<file path="config.mk">
export PLATFORM = sky130hd
export DESIGN_NAME = json_key_value_locator
export DESIGN_NICKNAME = d
export VERILOG_FILES = /design/src/hdl/jkvl_pkg.sv /design/src/hdl/jkvl_fifo.sv /design/src/hdl/jkvl_front.sv /design/src/hdl/jkvl_scan.sv /design/src/hdl/json_key_value_locator.sv
export SDC_FILE = /design/constraint.sdc
export NUM_CORES = 1
export LEC_CHECK = 0
export BUFFER_PORTS_ARGS = -buffer_cell sky130_fd_sc_hd__buf_2
export CORE_MARGIN = 1
export CORE_UTILIZATION = 55
export DETAILED_ROUTE_END_ITERATION = 16
export GPL_ROUTABILITY_DRIVEN = 1
export GPL_TIMING_DRIVEN = 0
export HOLD_SLACK_MARGIN = 0.15
export PLACE_DENSITY = 0.73
export SLEW_MARGIN = 20
export SYNTH_ARGS = -nofsm -noshare
export SYNTH_HDL_FRONTEND = slang
export SYNTH_SLANG_ARGS = --single-unit
</file>
<file path="constraint.sdc">
create_clock -name clk -period 6.9 [get_ports clk]
set_input_delay 0.345 -clock clk [delete_from_list [all_inputs] [get_ports clk]]
set_output_delay 0.345 -clock clk [all_outputs]
set_load 0.05 [all_outputs]
</file>
<file path="src/hdl/jkvl_pkg.sv">
// Shared types and constants of the JSON key/value locator.
// Used by the front classifier, the back scanner and the top level.
package jkvl_pkg;

  localparam int unsigned POS_W = 12;
  localparam int unsigned CNT_W = 12;

  localparam logic [7:0] CH_NUL    = 8'h00;
  localparam logic [7:0] CH_TAB    = 8'h09;
  localparam logic [7:0] CH_CR     = 8'h0D;
  localparam logic [7:0] CH_SPACE  = 8'h20;
  localparam logic [7:0] CH_QUOTE  = 8'h22;
  localparam logic [7:0] CH_COMMA  = 8'h2C;
  localparam logic [7:0] CH_COLON  = 8'h3A;
  localparam logic [7:0] CH_LBRACK = 8'h5B;
  localparam logic [7:0] CH_RBRACK = 8'h5D;
  localparam logic [7:0] CH_LBRACE = 8'h7B;
  localparam logic [7:0] CH_RBRACE = 8'h7D;

  localparam logic [2:0] CFG_WANTED_INDEX = 3'd0;
  localparam logic [2:0] CFG_KEY_LENGTH   = 3'd1;
  localparam logic [2:0] CFG_KEY_WORD0    = 3'd2;

  typedef enum logic [3:0] {
    CL_OTHER  = 4'd0,
    CL_NUL    = 4'd1,
    CL_QUOTE  = 4'd2,
    CL_COLON  = 4'd3,
    CL_COMMA  = 4'd4,
    CL_LBRACE = 4'd5,
    CL_RBRACE = 4'd6,
    CL_LBRACK = 4'd7,
    CL_RBRACK = 4'd8,
    CL_BLANK  = 4'd9
  } cls_t;

  typedef enum logic [1:0] {
    ST_FOUND     = 2'd0,
    ST_NOT_FOUND = 2'd1,
    ST_BAD_TEXT  = 2'd2,
    ST_TOO_LONG  = 2'd3
  } status_t;

  typedef struct packed {
    cls_t       cls;
    logic [7:0] data;
  } tok_t;

  typedef struct packed {
    status_t          status;
    logic [POS_W-1:0] key_start;
    logic [CNT_W-1:0] key_length_res;
    logic [POS_W-1:0] value_start;
    logic [CNT_W-1:0] value_length;
  } res_t;

endpackage

</file>
<file path="src/hdl/jkvl_fifo.sv">
// Small register-based first-in first-out queue with push/full and pop/empty.
// Generic in width and depth; no package dependency.
module jkvl_fifo #(
  parameter int unsigned WIDTH = 8,
  parameter int unsigned DEPTH = 2
) (
  input  logic             clk,
  input  logic             rst_n,
  input  logic             push,
  output logic             full,
  input  logic [WIDTH-1:0] wr_data,
  input  logic             pop,
  output logic             empty,
  output logic [WIDTH-1:0] rd_data
);

  localparam int unsigned PW = (DEPTH > 1) ? $clog2(DEPTH) : 1;
  localparam int unsigned CW = $clog2(DEPTH + 1);
  localparam logic [PW-1:0] LAST = PW'(DEPTH - 1);
  localparam logic [CW-1:0] FULL_CNT = CW'(DEPTH);

  logic [WIDTH-1:0] mem_r [DEPTH];
  logic [PW-1:0]    wr_ptr_r, wr_ptr_nxt;
  logic [PW-1:0]    rd_ptr_r, rd_ptr_nxt;
  logic [CW-1:0]    count_r, count_nxt;
  logic             do_push, do_pop;

  assign full    = (count_r == FULL_CNT);
  assign empty   = (count_r == '0);
  assign do_push = push && !full;
  assign do_pop  = pop && !empty;
  assign rd_data = mem_r[rd_ptr_r];

  always_comb begin
    wr_ptr_nxt = wr_ptr_r;
    rd_ptr_nxt = rd_ptr_r;
    count_nxt  = count_r;
    if (do_push) begin
      wr_ptr_nxt = (wr_ptr_r == LAST) ? '0 : wr_ptr_r + 1'b1;
    end
    if (do_pop) begin
      rd_ptr_nxt = (rd_ptr_r == LAST) ? '0 : rd_ptr_r + 1'b1;
    end
    if (do_push && !do_pop) begin
      count_nxt = count_r + 1'b1;
    end else if (do_pop && !do_push) begin
      count_nxt = count_r - 1'b1;
    end
  end

  always_ff @(posedge clk) begin
    if (!rst_n) begin
      wr_ptr_r <= '0;
      rd_ptr_r <= '0;
      count_r  <= '0;
    end else begin
      wr_ptr_r <= wr_ptr_nxt;
      rd_ptr_r <= rd_ptr_nxt;
      count_r  <= count_nxt;
    end
  end

  always_ff @(posedge clk) begin
    if (do_push) begin
      mem_r[wr_ptr_r] <= wr_data;
    end
  end

endmodule

</file>
<file path="src/hdl/jkvl_front.sv">
// Front part of the locator: classifies each accepted text byte and queues
// the classified token for the scanner. Depends on jkvl_pkg and jkvl_fifo.
module jkvl_front
  import jkvl_pkg::*;
#(
  parameter int unsigned QUEUE_DEPTH = 2
) (
  input  logic       clk,
  input  logic       rst_n,
  input  logic       in_push,
  output logic       in_full,
  input  logic [7:0] in_data_byte,
  input  logic       tok_pop,
  output logic       tok_empty,
  output tok_t       tok
);

  tok_t                  tok_in;
  logic [$bits(tok_t)-1:0] tok_bits;

  always_comb begin
    tok_in.data = in_data_byte;
    case (in_data_byte)
      CH_NUL:    tok_in.cls = CL_NUL;
      CH_QUOTE:  tok_in.cls = CL_QUOTE;
      CH_COLON:  tok_in.cls = CL_COLON;
      CH_COMMA:  tok_in.cls = CL_COMMA;
      CH_LBRACE: tok_in.cls = CL_LBRACE;
      CH_RBRACE: tok_in.cls = CL_RBRACE;
      CH_LBRACK: tok_in.cls = CL_LBRACK;
      CH_RBRACK: tok_in.cls = CL_RBRACK;
      default: begin
        tok_in.cls = (in_data_byte inside {CH_SPACE, [CH_TAB:CH_CR]}) ? CL_BLANK : CL_OTHER;
      end
    endcase
  end

  jkvl_fifo #(
    .WIDTH ($bits(tok_t)),
    .DEPTH (QUEUE_DEPTH)
  ) u_tok_queue (
    .clk     (clk),
    .rst_n   (rst_n),
    .push    (in_push),
    .full    (in_full),
    .wr_data (tok_in),
    .pop     (tok_pop),
    .empty   (tok_empty),
    .rd_data (tok_bits)
  );

  assign tok = tok_t'(tok_bits);

endmodule

</file>
<file path="src/hdl/jkvl_scan.sv">
// Back part of the locator: configuration registers and the scan state
// machine that turns classified tokens into result records. Uses jkvl_pkg.
module jkvl_scan
  import jkvl_pkg::*;
#(
  parameter int unsigned MAX_DOC_BYTES = 4096,
  parameter int unsigned MAX_KEY_BYTES = 32
) (
  input  logic        clk,
  input  logic        rst_n,
  input  logic        cfg_we,
  input  logic [2:0]  cfg_index,
  input  logic [63:0] cfg_data,
  input  logic        tok_empty,
  output logic        tok_pop,
  input  tok_t        tok,
  input  logic        res_full,
  output logic        res_push,
  output res_t        res
);

  localparam int unsigned OFF_W = $clog2(MAX_DOC_BYTES + 1);
  localparam int unsigned KIW   = $clog2(MAX_KEY_BYTES);
  localparam logic [OFF_W-1:0] DOC_LIM = OFF_W'(MAX_DOC_BYTES);
  localparam logic [5:0]       KEY_LIM = 6'(MAX_KEY_BYTES);
  localparam logic [CNT_W-1:0] CNT_MAX = '1;

  typedef enum logic [5:0] {
    PH_KEY_OPEN = 6'b000001,
    PH_KEY      = 6'b000010,
    PH_COLON    = 6'b000100,
    PH_VALUE    = 6'b001000,
    PH_STRING   = 6'b010000,
    PH_BRACKET  = 6'b100000
  } phase_t;

  logic signed [12:0] wanted_r;
  logic [5:0]         key_len_r;
  logic [7:0]         key_r [MAX_KEY_BYTES];

  phase_t           phase_r, phase_nxt;
  logic [OFF_W-1:0] offset_r, offset_nxt;
  logic [POS_W-1:0] key_begin_r, key_begin_nxt;
  logic [CNT_W-1:0] key_chars_r, key_chars_nxt;
  logic [POS_W-1:0] value_begin_r, value_begin_nxt;
  logic [CNT_W-1:0] pairs_r, pairs_nxt;
  logic [CNT_W-1:0] depth_r, depth_nxt;
  logic             brace_r, brace_nxt;
  logic             match_r, match_nxt;
  logic             answered_r, answered_nxt;

  logic             by_name, hit, key_ok, finish, emit, restart, is_nul;
  logic             is_open, is_close;
  logic [POS_W-1:0] pos;
  logic [CNT_W-1:0] depth_dec;
  logic [KIW-1:0]   key_idx;

  assign by_name = &wanted_r;
  assign hit     = by_name || (!wanted_r[12] && pairs_r == wanted_r[11:0]);
  assign pos     = POS_W'(offset_r);
  assign is_nul  = (tok.cls == CL_NUL);
  assign key_idx = key_chars_r[KIW-1:0];
  assign key_ok  = (key_chars_r < {{(CNT_W-6){1'b0}}, key_len_r}) && (key_len_r <= KEY_LIM)
                   && (key_r[key_idx] == tok.data);
  assign is_open  = brace_r ? (tok.cls == CL_LBRACE) : (tok.cls == CL_LBRACK);
  assign is_close = brace_r ? (tok.cls == CL_RBRACE) : (tok.cls == CL_RBRACK);
  assign depth_dec = (depth_r != '0) ? depth_r - 1'b1 : '0;

  always_comb begin
    phase_nxt       = phase_r;
    offset_nxt      = offset_r;
    key_begin_nxt   = key_begin_r;
    key_chars_nxt   = key_chars_r;
    value_begin_nxt = value_begin_r;
    pairs_nxt       = pairs_r;
    depth_nxt       = depth_r;
    brace_nxt       = brace_r;
    match_nxt       = match_r;
    answered_nxt    = answered_r;
    finish          = 1'b0;
    emit            = 1'b0;
    restart         = 1'b0;
    res             = '0;
    tok_pop         = !tok_empty && !res_full;

    if (tok_pop) begin
      if (answered_r) begin
        restart = is_nul;
      end else if (!is_nul && offset_r >= DOC_LIM) begin
        answered_nxt = 1'b1;
        emit         = 1'b1;
        res.status   = ST_TOO_LONG;
      end else begin
        case (phase_r)
          PH_KEY_OPEN: begin
            if (tok.cls == CL_QUOTE) begin
              key_begin_nxt = pos + 1'b1;
              key_chars_nxt = '0;
              match_nxt     = 1'b1;
              phase_nxt     = PH_KEY;
            end
          end
          PH_KEY: begin
            if (tok.cls == CL_QUOTE) begin
              if (by_name && (key_chars_r == '0 || !match_r
                              || key_chars_r != {{(CNT_W-6){1'b0}}, key_len_r})) begin
                phase_nxt = PH_KEY_OPEN;
              end else begin
                phase_nxt = PH_COLON;
              end
            end else begin
              if (match_r && !key_ok) begin
                match_nxt = 1'b0;
              end
              if (key_chars_r != CNT_MAX) begin
                key_chars_nxt = key_chars_r + 1'b1;
              end
            end
          end
          PH_COLON: begin
            if (tok.cls == CL_COLON) begin
              value_begin_nxt = pos + 1'b1;
              phase_nxt       = PH_VALUE;
            end else if (tok.cls != CL_BLANK) begin
              emit       = 1'b1;
              res.status = ST_BAD_TEXT;
            end
          end
          PH_VALUE: begin
            if (tok.cls == CL_QUOTE) begin
              value_begin_nxt = pos + 1'b1;
              phase_nxt       = PH_STRING;
            end else if (tok.cls inside {CL_COMMA, CL_NUL, CL_RBRACE, CL_RBRACK}) begin
              finish = 1'b1;
            end else if (tok.cls == CL_LBRACE || tok.cls == CL_LBRACK) begin
              brace_nxt       = (tok.cls == CL_LBRACE);
              depth_nxt       = CNT_W'(1);
              value_begin_nxt = pos + 1'b1;
              phase_nxt       = PH_BRACKET;
            end
          end
          PH_STRING: begin
            finish = (tok.cls == CL_QUOTE);
          end
          PH_BRACKET: begin
            if (is_open) begin
              if (depth_r != CNT_MAX) begin
                depth_nxt = depth_r + 1'b1;
              end
            end else if (is_close) begin
              depth_nxt = depth_dec;
              finish    = (depth_dec == '0);
            end
          end
          default: begin
            phase_nxt = PH_KEY_OPEN;
          end
        endcase

        if (finish) begin
          if (pairs_r != CNT_MAX) begin
            pairs_nxt = pairs_r + 1'b1;
          end
          phase_nxt = PH_KEY_OPEN;
          if (hit) begin
            emit               = 1'b1;
            res.status         = ST_FOUND;
            res.key_start      = key_begin_r;
            res.key_length_res = key_chars_r;
            res.value_start    = value_begin_r;
            res.value_length   = pos - value_begin_r;
          end
        end

        if (is_nul) begin
          if (!emit) begin
            emit       = 1'b1;
            res        = '0;
            res.status = ST_NOT_FOUND;
          end
          restart = 1'b1;
        end else begin
          if (emit) begin
            answered_nxt = 1'b1;
          end
          offset_nxt = offset_r + 1'b1;
        end
      end
    end

    if (restart) begin
      phase_nxt       = PH_KEY_OPEN;
      offset_nxt      = '0;
      key_begin_nxt   = '0;
      key_chars_nxt   = '0;
      value_begin_nxt = '0;
      pairs_nxt       = '0;
      depth_nxt       = '0;
      brace_nxt       = 1'b0;
      match_nxt       = 1'b1;
      answered_nxt    = 1'b0;
    end
  end

  assign res_push = emit;

  always_ff @(posedge clk) begin
    if (!rst_n) begin
      phase_r       <= PH_KEY_OPEN;
      offset_r      <= '0;
      key_begin_r   <= '0;
      key_chars_r   <= '0;
      value_begin_r <= '0;
      pairs_r       <= '0;
      depth_r       <= '0;
      brace_r       <= 1'b0;
      match_r       <= 1'b1;
      answered_r    <= 1'b0;
    end else begin
      phase_r       <= phase_nxt;
      offset_r      <= offset_nxt;
      key_begin_r   <= key_begin_nxt;
      key_chars_r   <= key_chars_nxt;
      value_begin_r <= value_begin_nxt;
      pairs_r       <= pairs_nxt;
      depth_r       <= depth_nxt;
      brace_r       <= brace_nxt;
      match_r       <= match_nxt;
      answered_r    <= answered_nxt;
    end
  end

  always_ff @(posedge clk) begin
    if (!rst_n) begin
      wanted_r  <= '1;
      key_len_r <= '0;
    end else if (cfg_we) begin
      if (cfg_index == CFG_WANTED_INDEX) begin
        wanted_r <= signed'(cfg_data[12:0]);
      end
      if (cfg_index == CFG_KEY_LENGTH) begin
        key_len_r <= cfg_data[5:0];
      end
    end
  end

  for (genvar gb = 0; gb < MAX_KEY_BYTES; gb++) begin : g_key_byte
    always_ff @(posedge clk) begin
      if (!rst_n) begin
        key_r[gb] <= '0;
      end else if (cfg_we && cfg_index == CFG_KEY_WORD0 + 3'(gb / 8)) begin
        key_r[gb] <= cfg_data[8*(gb % 8) +: 8];
      end
    end
  end

`ifndef NO_ASSERTIONS
  a_quiet_after_answer: assert property (@(posedge clk) disable iff (!rst_n)
    (tok_pop && answered_r) |-> !res_push)
    else $error("result produced after the document was already answered");

  a_end_always_answers: assert property (@(posedge clk) disable iff (!rst_n)
    (tok_pop && is_nul && !answered_r) |-> res_push)
    else $error("document end without a result");

  a_end_restarts: assert property (@(posedge clk) disable iff (!rst_n)
    (tok_pop && is_nul) |=> (offset_r == '0 && phase_r == PH_KEY_OPEN && !answered_r))
    else $error("scan state not cleared after document end");

  a_offset_bound: assert property (@(posedge clk) disable iff (!rst_n)
    offset_r <= DOC_LIM)
    else $error("byte offset ran past the document limit");
`endif

endmodule

</file>
<file path="src/hdl/json_key_value_locator.sv">
// Top level of the JSON key/value locator: front classifier, back scanner
// and the result queue. Depends on jkvl_pkg, jkvl_front, jkvl_scan, jkvl_fifo.
//
//   Channel   Handshake            Payload
//   in_       in_push / in_full    in_data_byte
//   out_      out_pop / out_empty  out_status, out_key_start, out_key_length_res,
//                                  out_value_start, out_value_length
//   cfg_      cfg_we               cfg_index, cfg_data
//
// One byte is accepted per cycle while the result queue is not full; the scanner
// updates its state byte by byte, setting the sustained rate of one byte per clock.
// A byte passes through the input queue, and its result through the result queue.
// Reset is synchronous; it clears the scan state and both queues and resets the registers.
// A full result queue stalls the scanner, and the input queue then fills.
module json_key_value_locator
  import jkvl_pkg::*;
#(
  parameter int unsigned MAX_DOC_BYTES = 4096,
  parameter int unsigned MAX_KEY_BYTES = 32,
  parameter int unsigned QUEUE_DEPTH   = 2
) (
  input  logic        clk,
  input  logic        rst_n,
  input  logic        in_push,
  output logic        in_full,
  input  logic [7:0]  in_data_byte,
  input  logic        out_pop,
  output logic        out_empty,
  output logic [1:0]  out_status,
  output logic [11:0] out_key_start,
  output logic [11:0] out_key_length_res,
  output logic [11:0] out_value_start,
  output logic [11:0] out_value_length,
  input  logic        cfg_we,
  input  logic [2:0]  cfg_index,
  input  logic [63:0] cfg_data
);

  tok_t                    tok;
  logic                    tok_pop, tok_empty;
  res_t                    res, res_q;
  logic                    res_push, res_full;
  logic [$bits(res_t)-1:0] res_bits;

  jkvl_front #(
    .QUEUE_DEPTH (QUEUE_DEPTH)
  ) u_front (
    .clk          (clk),
    .rst_n        (rst_n),
    .in_push      (in_push),
    .in_full      (in_full),
    .in_data_byte (in_data_byte),
    .tok_pop      (tok_pop),
    .tok_empty    (tok_empty),
    .tok          (tok)
  );

  jkvl_scan #(
    .MAX_DOC_BYTES (MAX_DOC_BYTES),
    .MAX_KEY_BYTES (MAX_KEY_BYTES)
  ) u_scan (
    .clk       (clk),
    .rst_n     (rst_n),
    .cfg_we    (cfg_we),
    .cfg_index (cfg_index),
    .cfg_data  (cfg_data),
    .tok_empty (tok_empty),
    .tok_pop   (tok_pop),
    .tok       (tok),
    .res_full  (res_full),
    .res_push  (res_push),
    .res       (res)
  );

  jkvl_fifo #(
    .WIDTH ($bits(res_t)),
    .DEPTH (QUEUE_DEPTH)
  ) u_res_queue (
    .clk     (clk),
    .rst_n   (rst_n),
    .push    (res_push),
    .full    (res_full),
    .wr_data (res),
    .pop     (out_pop),
    .empty   (out_empty),
    .rd_data (res_bits)
  );

  assign res_q              = res_t'(res_bits);
  assign out_status         = res_q.status;
  assign out_key_start      = res_q.key_start;
  assign out_key_length_res = res_q.key_length_res;
  assign out_value_start    = res_q.value_start;
  assign out_value_length   = res_q.value_length;

endmodule
</file>
# Word level (Yosys, flattened, before mapping)
# Memories as Yosys holds them, arrays and structs flattened. A register that Yosys moved wholly into a read port is not among the register bits.
# Index checks and enable logic that the tools add are counted.
[word_totals]
regBits = 109
ramBits = 380
in_bits = 80
output_inout_bits = 52
wordCells = 333
mem_count = 3
[op_classes]
add_sub_neg = 15
order_cmp = 5
n_eq_ne = 54
n_mux = 136
n_bitwise = 38
reduce_logical = 64
[mem_list]
columns = ["memory", "depth", "word_bits", "rd", "rd_clocked_by_memory_dff", "write_ports", "line", "source"]
rows = [
  ["u_scan.key_r", 32, 8, 1, 1, 32, "jkvl_scan.sv:39", "logic [7:0] key_r [MAX_KEY_BYTES];"],
  ["u_res_queue.mem_r", 2, 50, 1, 1, 1, "jkvl_fifo.sv:22", "logic [WIDTH-1:0] mem_r [DEPTH];"],
  ["u_front.u_tok_queue.mem_r", 2, 12, 1, 1, 1, "jkvl_fifo.sv:22", ""],
]
[ops]
columns = ["operator", "count"]
rows = [
  ["$mux W50", 6],
  ["$mux W8", 32],
  ["$mux W12", 14],
  ["$pmux W12 S2", 3],
  ["$mux W1", 57],
  ["$add A12 B1 Y12 const B", 4],
  ["$mux W48", 1],
  ["$mux W6", 7],
  ["$ne A12 B12 Y1 const B", 3],
  ["$eq A8 B6 Y1 const B", 4],
  ["$eq A8 B7 Y1 const B", 4],
  ["$or A1 B1 Y1", 32],
  ["$pmux W4 S8", 1],
  ["$pmux W6 S5", 1],
  ["$reduce_and A7 Y1", 4],
  ["$logic_not A12 Y1", 2],
  ["$logic_and A1 B1 Y1", 20],
  ["$reduce_and A9 Y1", 2],
  ["$eq A4 B3 Y1 const B", 4],
  ["$mux W2", 8],
  ["$ne A3 B1 Y1 const B", 5],
  ["$add A13 B1 Y13 const B", 1],
  ["$ge A13 B13 Y1 const B", 1],
  ["$reduce_and A13 Y1", 1],
  ["other kinds (50)", 95],
]

# Depth between registers and ports, before layout
# Gate-level depths: netlist of run 1.
[depth]
depth_word = 22
ltp_mapped = 14

# Hierarchy
# From an unflattened synthesis of run 1, not the netlist that was laid out.
[unflattened]
cells_unflattened = 1878
hier_area_um2 = 23291.1
[by_module_without_submodules]
columns = ["mod", "instances", "cells_each", "area_each_um2", "seq_area_each_um2"]
rows = [
  ["jkvl_scan", 1, 1605, 18158.7, 9809.4],
  ["jkvl_fifo at u_res_queue", 1, 181, 3828.7, 3103.0],
  ["jkvl_fifo at u_front.u_tok_queue", 1, 62, 1094.8, 820.8],
  ["jkvl_front", 1, 30, 209.0, 0.0],
]

# Worst setup path before layout of run 1
# OpenSTA, ideal clock, no wires.
[synth_timing]
kind = "input to register"
startpoint = "in cfg_index[2]"
endpoint = "mem u_scan.key_r[0][0], enable pin"
arrival_ns = 5.061
required_time_ns = 6.326
slack_ns = 1.265
path_stages = 2
n_path_buf = 0
path_cell_list = "nand3b_1 o21ai_0"
[synth_lines]
columns = ["item", "line", "source"]
rows = [
  ["start: declaration", "json_key_value_locator.sv:35", "input logic [2:0] cfg_index,"],
  ["end: declaration", "jkvl_scan.sv:39", ""],
]

# Worst setup path after layout of run 1
[layout_timing]
startpoint = "reg u_scan.depth_r[0]"
endpoint = "mem u_res_queue.mem_r[1][30] (netlist bit), enable pin"
[layout_via]
elab_chain_cells = 20
[layout_lines]
columns = ["item", "line", "source"]
rows = [
  ["start: declaration", "jkvl_scan.sv:47", "logic [CNT_W-1:0] depth_r, depth_nxt;"],
  ["start signal: assignment", "jkvl_scan.sv:226", "depth_r <= depth_nxt;"],
  ["$sub A12 B1 Y12 or $reduce_bool A12 Y1 (tied branches)", "jkvl_scan.sv:67", "assign depth_dec = (depth_r != '0) ? depth_r - 1'b1 : '0;"],
  ["$mux W12 (*)", "jkvl_scan.sv:67", ""],
  ["$logic_not A12 Y1 (*)", "jkvl_scan.sv:152", "finish = (depth_dec == '0);"],
  ["$mux W1 (*)", "jkvl_scan.sv:150", "end else if (is_close) begin"],
  ["$mux W1 (*)", "jkvl_scan.sv:146", "if (is_open) begin"],
  ["$pmux W1 S3 (*)", "jkvl_scan.sv:94", "case (phase_r)"],
  ["$mux W1 (*)", "jkvl_scan.sv:89", "end else if (!is_nul && offset_r >= DOC_LIM) begin"],
  ["$mux W1 (*)", "jkvl_scan.sv:87", "if (answered_r) begin"],
  ["(+5 left out)", "n/a", ""],
  ["$mux W1 (*)", "jkvl_scan.sv:175", "if (is_nul) begin"],
  ["$mux W1 (*)", "jkvl_scan.sv:89", ""],
  ["$mux W1 (*)", "jkvl_scan.sv:87", ""],
  ["$mux W1 (*)", "jkvl_scan.sv:86", "if (tok_pop) begin"],
  ["$logic_and A1 B1 Y1 (*)", "jkvl_fifo.sv:30", "assign do_push = push && !full;"],
  ["net u_res_queue.do_push", "jkvl_fifo.sv:26", "logic do_push, do_pop;"],
  ["$mux W1 (*)", "jkvl_fifo.sv:64", "if (do_push) begin"],
  ["$mux W1 (not written as such) (*)", "jkvl_fifo.sv:65", "mem_r[wr_ptr_r] <= wr_data;"],
  ["end: declaration", "jkvl_fifo.sv:22", ""],
]
# Mark *: on every way through the listed nets, which the timed path passes. The rest lies on a longest branch. The select of a mux whose other input is x is not followed.

==> results.sh, run 1 <==
export IMPL_status="complete, no violations"
export IMPL_hpwl_um=40400
export IMPL_place_area_um2=24900
export IMPL_utilization=0.660
export IMPL_grtUsageTotal=0.271
export IMPL_synthTopCellsByCount="edfxtp_1 (380), and2_1 (292), nor2_1 (124), dfxtp_1 (116), nand2_1 (106)"
export IMPL_nets=2228
export IMPL_drive_gt1_frac=0.176
export IMPL_drcViolationCount=0
export IMPL_synthFlopType="edfxtp_1"
export IMPL_syn_avg_cell_area_um2=12.5
export IMPL_cts_setup_buffers=0
export IMPL_cp_required_ns=7.12
export IMPL_initial_utilization=0.562
export IMPL_relSlewSlack=0.217
export IMPL_path_cells="buf_6 -> inv_1 -> ha_1 -> nor3b_1 -> a31oi_1 -> a2111oi_0 -> o2111a_2 -> o21ai_2 -> and2_4 -> a21oi_4 -> and2_4"
export IMPL_synth_edf_count=380
export IMPL_coreArea_um2=41200
export IMPL_dp_slack_ns=2.63
export IMPL_numCtsBuffers=50
export IMPL_fp_row_count=74
export IMPL_die_area_um2=42900
export IMPL_fin_setup_tns_ns=0
export IMPL_startpoint_type="flip-flop"
export IMPL_syn_inst=1852
export IMPL_finalPower_mw=7.34
export IMPL_rsz0062_at_grt="false"
export IMPL_ys_warn_count=0
export IMPL_cts_buffer_depth=3
export IMPL_synth_cell_types=80
export IMPL_die_w_um=207
export IMPL_diodes=0
export IMPL_period_needed_ns=4.29
export IMPL_async_flop_share=0
export IMPL_routabilityCongestion=0.903
export IMPL_via_per_inst=5.83
export IMPL_syn_num_nets=1958
export IMPL_synth_most_common_cell="edfxtp_1"
export IMPL_ios=132
export IMPL_insertion_delay_ns=0.61
export IMPL_die_y_um=207
export IMPL_arrival_ns=4.51
export IMPL_grt_ovfl_total=0
export IMPL_grt_max_degree=51
export IMPL_fin_worst_skew_ns=0.0244
export IMPL_power_density_nw_per_um2=270
export IMPL_setup_viol=0
export IMPL_synth_area_leaders="edfxtp_1 (49%), dfxtp_1 (10%), and2_1 (7.9%)"
export IMPL_via_count=15729
export IMPL_synth_area_leader_cell="edfxtp_1"
export IMPL_drtIter0Drc=1367
export IMPL_grt_first_pass_wirelength_um=89100
export IMPL_routedWlPerCell_um=21.4
export IMPL_wl_um=57800
export IMPL_first_pass_iters=5
export IMPL_synthToLayoutAreaGrowth_pct=17.5
export IMPL_clock_sinks=496
export IMPL_slew_viol_final=0
export IMPL_min_path_type="in -> reg"
export IMPL_grt_pass1_vias=15795
export IMPL_max_cap_violations=0
export IMPL_finalWorstSetupSlack_ns=2.62
export IMPL_max_slew_worst_pin_slew_ns=1.17
export IMPL_antenna_found_initial=0
export IMPL_p_leak_nw=9.46
export IMPL_ir_drop_v=0.000241
export IMPL_synth_seq_cells=496
export IMPL_final_antenna_net_count=0
export IMPL_crit_fanout=50
export IMPL_synth_top_cell_area_share=0.493
export IMPL_htree_levels=2
export IMPL_port_buffers=130
export IMPL_cp_end_kind="flip-flop"
export IMPL_ys_seq_area_frac=0.593
export IMPL_final_hold_viol_count=0
export IMPL_finalCritPeriodShare=0.621
export IMPL_fin_area_um2=27200
export IMPL_critPathMaxStageDelay_ns=0.73
export IMPL_cp_common_cell="and2_4"
export IMPL_root_buffer="clkbuf_16"
export IMPL_critical_path_class="reg -> reg"
export IMPL_synthesis_area_um2=23200
export IMPL_cts_tree="done"
export IMPL_fmax_ghz=0.233
export IMPL_crit_slowest_cell="nor3b_1"
export IMPL_path_clk_slew_ns=0.06
-- cells by family after synthesis --
group	count (synthesis)	share of synthesized area
buffers and inverters	145	0.0256
and+or+nand+nor	742	0.174
adders and majority gates	26	0.0144
DFF	496	0.593
muxes	169	0.108
AOI/OAI and AO/OA	194	0.0546
xor gates and xnor gates	80	0.0302
-- worst paths after layout --
kind / depth (start not counted) / end / from / slack, ns
worst max-delay path: 11 / u_res_queue.mem_r[1][30]$_DFFE_PP_ / u_scan.depth_r[0]$_SDFFE_PP0P_ / 2.62
worst min-delay path: 4 / u_scan.wanted_r[1]$_SDFFE_PN1P_ / cfg_index[1] / 0.18
worst min register to register: 2 / u_res_queue.wr_ptr_r$_SDFFE_PN0P_ / u_res_queue.wr_ptr_r$_SDFFE_PN0P_ / 0.48
worst max register to register: 11 / u_res_queue.mem_r[1][30]$_DFFE_PP_ / u_scan.depth_r[0]$_SDFFE_PP0P_ / 2.62
-- stage by stage --
stage | std cells | hold slack [ns]
2_1_floorplan | 1852 | 0.443
3_3_place_gp | 2514 | 0.454
3_5_place_dp | 2527 | 0.477
4_1_cts | 2696 | 0.153
5_1_grt | 2696 | 0.211
6_report | 2696 | 0.184
-- layer usage --
metal / up-vias / track usage / wire length (um)
li1: 7305 / - / -
met1: 7750 / 0.334 / 23000
met2: 550 / 0.479 / 29600
met3: 124 / 0.0342 / 2970
met4: 0 / 0.120 / 2280
met5: - / 0 / 0
-- final cells by class --
cell class	instances	area [um^2]
Fill cell	2971	14000
Sequential cell	496	13700
Multi-Input combinational cell	1211	8890
Timing Repair Buffer	218	1750
Clock buffer	72	1400
Tap cell	532	666
Buffer	105	443
Clock inverter	22	179
Inverter	40	150
-- flip-flops by register name, summed over array words and instances, names as in the netlist, 2 cells and up, named ones only --
name / flops
u_front.u_tok_queue.count_r: 2
u_front.u_tok_queue.mem_r: 24
u_res_queue.count_r: 2
u_res_queue.mem_r: 100
u_scan.depth_r: 12
u_scan.key_begin_r: 12
u_scan.key_chars_r: 12
u_scan.key_len_r: 6
u_scan.key_r: 256
u_scan.offset_r: 13
u_scan.pairs_r: 12
u_scan.phase_r: 6
u_scan.value_begin_r: 12
u_scan.wanted_r: 13
-- worst max-delay path: cells and delay by family (launching register included) --
| family | cells | cell delay (ns) |
|---|---|---|
| flops | 1 | 0.32 |
| compound gates | 5 | 1.41 |
| buf+inv | 2 | 0.24 |
| fa+ha+maj | 1 | 0.25 |
| simple gates | 3 | 1.60 |
-- report_power, final --
part / switching [mW] / internal (mW)
Sequential: 0.0718 / 3.40
Clock: 1.16 / 1.49
Combinational: 0.799 / 0.424
-- placed cells by master (no fill, tap or decap), types with 37 or more instances in the layout --
cell           instances
edfxtp_1             380
and2_1               290
buf_2                153
nor2_1               123
dfxtp_1              116
nand2_1              106
clkbuf_1              83
dlygate4sd3_1         75
mux4_2                60
mux2_2                55
mux2i_1               54
clkbuf_16             51
nor3_1                50
a21oi_1               48
o21ai_0               44
xnor2_1               43
inv_1                 39
nand3_1               38
xor2_1                37
-- repair_timing --
item	in CTS	in global routing
resized for setup	0	0
hold buffers	75	0
hold endpoints to repair	269	0
No activity file was read; power rests on OpenSTA's default activity.
==> run 2, diff against run 1 <==
- PLACE_DENSITY: 0.73 -> 0.76
- clock period: 6.9 -> 3.5 ns (I/O delays scaled with it)
==> run 2 against run 1 <==
  * First-iteration DRC count increased by 20%
  * Global-route usage rose by 1.0 points
  * Via count is 3.1% higher
  * Cell area rose by 1.4%
  * Count of clock-buffer cells in the layout shrank 1
  * Worst hold slack better by 0.084 ns
  * Power is 100% higher
  * Routed wire length up 4.5%
  * Register-to-register slack lost 2.5 ns
  * Setup slack lost 2.5 ns
  * Final cell count rose by 0.93%
==> results.sh, run 2 (synthesis results as in run 1) <==
export IMPL_critical_path_class="reg -> reg"
export IMPL_ir_drop_v=0.000427
export IMPL_insertion_delay_ns=0.61
export IMPL_grt_max_degree=26
export IMPL_path_clk_slew_ns=0.06
export IMPL_status="complete, no violations"
export IMPL_slew_viol_final=0
export IMPL_r2r_cells=14
export IMPL_via_per_inst=5.96
export IMPL_cp_required_ns=4.01
export IMPL_largest_register_ff_count=256
export IMPL_grtUsageTotal=0.282
export IMPL_die_w_um=207
export IMPL_largestRegisters="u_scan.key_r (256), u_res_queue.mem_r (100), u_front.u_tok_queue.mem_r (24)"
export IMPL_root_buffer="clkbuf_16"
export IMPL_antenna_found_initial=10
export IMPL_multi_input_area_um2=8990
export IMPL_dp_slack_ns=-0.752
export IMPL_rsz0062_at_grt="true"
export IMPL_cts_buffer_depth=3
export IMPL_min_path_type="in -> reg"
export IMPL_synthToLayoutAreaGrowth_pct=19.1
export IMPL_cts_tree="done"
export IMPL_port_buffers=130
export IMPL_final_cell_mix="edfxtp_1 (380), and2_1 (290), buf_2 (152), nor2_1 (122), dfxtp_1 (115)"
export IMPL_numCtsBuffers=51
export IMPL_hpwl_um=40900
export IMPL_nets=2248
export IMPL_max_slew_worst_pin_slew_ns=1.02
export IMPL_final_hold_viol_count=0
export IMPL_drtIter0Drc=1645
export IMPL_busiest_layer="met2"
export IMPL_cp_end_kind="flip-flop"
export IMPL_grt_pass1_vias=16120
export IMPL_finalWorstSetupSlack_ns=0.100
export IMPL_relSlewSlack=0.315
export IMPL_die_y_um=207
export IMPL_final_antenna_net_count=0
export IMPL_finalCritPeriodShare=0.971
export IMPL_met2_usage=0.462
export IMPL_grt_first_pass_wirelength_um=92600
export IMPL_routedWlPerCell_um=22.2
export IMPL_num_fill_cells=2865
export IMPL_regMostFlops="u_scan.key_r"
export IMPL_via_count=16222
export IMPL_fp_row_count=74
export IMPL_p_leak_nw=9.61
export IMPL_drcViolationCount=0
export IMPL_utilization=0.670
export IMPL_worst_hold_path_num_cells=5
export IMPL_coreArea_um2=41200
export IMPL_drive_gt1_frac=0.184
export IMPL_register_area_um2=13700
export IMPL_fin_worst_skew_ns=0.0142
export IMPL_power_density_nw_per_um2=538
export IMPL_fmax_ghz=0.294
export IMPL_wl_um=60400
export IMPL_final_common_cell="edfxtp_1"
export IMPL_routabilityCongestion=0.913
export IMPL_htree_levels=2
export IMPL_max_cap_violations=0
export IMPL_die_area_um2=42900
export IMPL_ios=132
export IMPL_initial_utilization=0.562
export IMPL_setup_viol=0
export IMPL_grtUsageMet3=0.0620
export IMPL_startpoint_type="flip-flop"
export IMPL_arrival_ns=3.91
export IMPL_clock_sinks=496
export IMPL_use_met1=0.365
export IMPL_first_pass_iters=5
export IMPL_crit_fanout=9
export IMPL_period_needed_ns=3.40
export IMPL_grt_ovfl_total=0
## run 2: cell count changes in the layout (fill, tap and decap cells not counted), sizes merged
cell           previous run  this run
bufinv                    2         4
clkinv                   16        18
clkdlybuf4s15             0         1
diode                     0         4
clkinvlp                  3         2
clkbuf                  140       141
and2                    294       300
dlygate4sd3              75        84
buf                     180       181
## run 2: repair_timing
action                                  CTS  global route
endpoints found under the setup margin  159           103
buffers inserted                          4             1
cloned                                    4             2
gates resized for setup                  13             8
hold buffers                             84             0
hold endpoints to repair                313             0
pin swaps                                 5             1
## run 2: final timing paths
path	startpoint	slack (ns)	endpoint
worst max-delay path	u_scan.depth_r[0]$_SDFFE_PP0P_	0.10	u_res_queue.count_r[1]$_SDFFE_PN0P_
worst min-delay path	cfg_index[1]	0.27	u_scan.key_len_r[4]$_SDFFE_PN0P_
worst max register to register	u_scan.depth_r[0]$_SDFFE_PP0P_	0.10	u_res_queue.count_r[1]$_SDFFE_PN0P_
worst min register to register	u_scan.brace_r$_SDFFE_PP0P_	0.50	u_scan.brace_r$_SDFFE_PP0P_
## run 2: critical path, stage by stage, from the launching register on
cell      delay (ns)
dfxtp_1         0.32
buf_6           0.13
inv_1           0.13
ha_2            0.24
nor3b_4         0.26
buf_4           0.16
a21oi_1         0.06
mux2i_1         0.27
o2111a_2        0.31
o21ai_4         0.13
and2_4          0.26
a21oi_4         0.22
ha_1            0.31
or3_1           0.34
a21boi_0        0.17
## run 2: metrics by stage
step	total power [mW]	area [um^2]	TNS (ns)	hold WS, ns	instances
after floorplan	8.60	23200	-62.99	0.274	1852
after detailed placement	9.27	24800	-81.57	0.390	2526
final	14.8	27600	0	0.267	2721
after CTS	14.8	27500	0	0.231	2714
after global placement	9.18	24500	-572.79	0.388	2514
after global routing	15.3	27600	-0.0636	0.309	2721
## run 2: layout make-up
class / count / share of cell area
inverters: 40 / 0.00544
well taps: 532 / 0.0241
clock inverters: 25 / 0.00880
repair buffers: 231 / 0.0674
flip-flops and latches: 496 / 0.498
multi-input cells: 1217 / 0.326
diodes: 4 / 0.000363
plain buffers: 105 / 0.0166
clock buffers: 71 / 0.0535
## run 2: layer usage
metal,up-vias,share of wire
met5,-,0.00091
met4,8,0.035
met3,149,0.089
met2,802,0.48
met1,7905,0.39
li1,7358,-
## run 2: power by group
group	switching [mW]	total [mW]	internal [mW]
combinational	1.59	2.44	0.848
clock	2.30	5.55	3.25
sequential	0.147	6.84	6.69
total	4.04	14.8	10.8
==> run 3, diff against run 2 <==
- CORE_ASPECT_RATIO: default -> 2
==> run 3 against run 2 <==
  * Clock skew grew 0.019 ns
  * Critical path type unchanged
  * Sequential share of layout area increased by 0.56 points
  * Worst hold slack improved by 0.087 ns
  * Critical path depth is 6 lower
==> results.sh, run 3 (synthesis results as in run 1) <==
export IMPL_die_w_um=147
export IMPL_ir_drop_v=0.000576
export IMPL_numCtsBuffers=42
export IMPL_cts_tree="done"
export IMPL_finalWorstSetupSlack_ns=0.0539
export IMPL_insertion_delay_ns=0.58
export IMPL_cp_required_ns=3.99
export IMPL_num_fill_cells=3085
export IMPL_slew_viol_final=0
export IMPL_nets=2235
export IMPL_period_needed_ns=3.45
export IMPL_htree_levels=2
export IMPL_fp_row_count=106
export IMPL_max_slew_worst_pin_slew_ns=1.09
export IMPL_coreArea_um2=41600
export IMPL_via_per_inst=5.96
export IMPL_ios=132
export IMPL_startpoint_type="flip-flop"
export IMPL_root_buffer="clkbuf_16"
export IMPL_grt_first_pass_wirelength_um=95400
export IMPL_crit_fanout=10
export IMPL_largestRegisters="u_scan.key_r (256), u_res_queue.mem_r (100), u_front.u_tok_queue.mem_r (24)"
export IMPL_synthToLayoutAreaGrowth_pct=17.8
export IMPL_dp_slack_ns=-0.891
export IMPL_crit_slowest_cell="dfxtp_1"
export IMPL_final_hold_viol_count=0
export IMPL_path_cells="clkdlybuf4s15_2 -> clkdlybuf4s15_2 -> nor2_1 -> a31oi_1 -> nand4_1 -> xor2_1 -> nand4_1 -> o21ai_0"
export IMPL_fin_area_um2=27300
export IMPL_die_area_um2=43000
export IMPL_port_buffers=130
export IMPL_crit_buf_inv=2
export IMPL_grt_pass1_vias=16885
export IMPL_arrival_ns=3.94
export IMPL_largest_register_ff_count=256
export IMPL_grt_max_degree=26
export IMPL_max_cap_violations=0
export IMPL_diodes=0
export IMPL_whs_ns=0.354
export IMPL_critPathMaxStageDelay_ns=0.83
export IMPL_critical_path_class="reg -> reg"
export IMPL_routabilityCongestion=0.933
export IMPL_grtUsageTotal=0.299
export IMPL_drcViolationCount=0
export IMPL_p_leak_nw=9.45
export IMPL_finalCritPeriodShare=0.985
export IMPL_setup_viol=0
export IMPL_routedWlPerCell_um=23.5
export IMPL_regMostFlops="u_scan.key_r"
export IMPL_path_clk_slew_ns=0.07
export IMPL_antenna_found_initial=0
export IMPL_clock_sinks=496
export IMPL_min_path_type="in -> reg"
export IMPL_initial_utilization=0.556
export IMPL_hpwl_um=46100
export IMPL_path_delay_family="buffers and inverters"
export IMPL_drive_gt1_frac=0.179
export IMPL_status="complete, no violations"
export IMPL_rsz0062_at_grt="true"
export IMPL_place_area_um2=24900
export IMPL_drtIter0Drc=1242
export IMPL_fin_worst_skew_ns=0.0329
export IMPL_final_cell_mix="edfxtp_1 (380), and2_1 (290), buf_2 (152), nor2_1 (123), dfxtp_1 (115)"
export IMPL_wl_um=63600
export IMPL_cts_buffer_depth=3
export IMPL_die_y_um=292
export IMPL_power_density_nw_per_um2=520
export IMPL_relSlewSlack=0.271
export IMPL_grt_ovfl_total=0
export IMPL_fmax_ghz=0.290
export IMPL_first_pass_iters=6
export IMPL_cp_end_kind="flip-flop"
export IMPL_final_antenna_net_count=0
export IMPL_final_common_cell="edfxtp_1"
export IMPL_via_count=16114
==> run 3: cell type report <==
class / count / area, um^2 / share of cell area
Multi-Input combinational cell: 1214 / 8980 / 0.329
Sequential cell: 496 / 13700 / 0.503
Timing Repair Buffer: 231 / 1860 / 0.0682
Clock inverter: 19 / 228 / 0.00835
Buffer: 104 / 457 / 0.0167
Inverter: 40 / 155 / 0.00569
Tap cell: 540 / 676 / 0.0248
Clock buffer: 58 / 1190 / 0.0438
==> run 3: worst reg2reg max path, delay by kind of cell (launching register included) <==
family          cells  cell delay, ns
buf+inv             2            1.24
xor+xnor            1            0.24
compound gates      2            0.50
simple gates        3            0.58
flops               1            0.83
==> run 3: metrics by stage <==
| step | util | std cells | TNS, ns | total power, mW |
|---|---|---|---|---|
| 3_5_place_dp | 0.597 | 2534 | -117.19 | 9.30 |
| 2_1_floorplan | - | 1852 | -62.99 | 8.60 |
| 5_1_grt | 0.655 | 2702 | -0.0515 | 14.6 |
| 3_3_place_gp | 0.588 | 2522 | -611.55 | 9.20 |
| 6_report | 0.655 | 2702 | 0 | 14.2 |
| 4_1_cts | 0.654 | 2700 | 0 | 14.2 |
==> run 3: worst paths after layout <==
| path | startpoint | to | slack (ns) | depth (start not counted) |
|---|---|---|---|---|
| setup reg to reg | flip-flop | u_scan.match_r$_SDFFE_PP1P_ | 0.05 | 8 |
| hold reg to reg | u_scan.key_begin_r[10]$_SDFFE_PP0P_ | u_scan.key_begin_r[10]$_SDFFE_PP0P_ | 0.49 | 2 |
| hold / removal | cfg_index[2] | u_scan.key_len_r[1]$_SDFFE_PN0P_ | 0.35 | 5 |
| setup / recovery | flip-flop | u_scan.match_r$_SDFFE_PP1P_ | 0.05 | 8 |
==> run 3: report_power, final <==
part | internal (mW) | switching [mW]
clock network | 2.72 | 2.18
registers | 6.69 | 0.154
logic | 0.844 | 1.58
total | 10.3 | 3.92
==> run 3: repair_timing <==
item | 4_1_cts | 5_1_grt
setup endpoints to repair | 196 | 104
pin swaps | 4 | 4
gates resized for setup | 14 | 7
cloned | 2 | 1
hold buffers | 84 | 0
endpoints found under the hold margin | 297 | 0
buffers inserted | 4 | 1
==> run 3: per-layer routing <==
| metal | GRT usage | vias to the layer above | share of wire |
|---|---|---|---|
| met5 | 0 | - | 0 |
| met3 | 0.0379 | 299 | 0.047 |
| met1 | 0.267 | 7842 | 0.30 |
| met2 | 0.579 | 687 | 0.55 |
| li1 | - | 7286 | - |
| met4 | 0.252 | 0 | 0.095 |
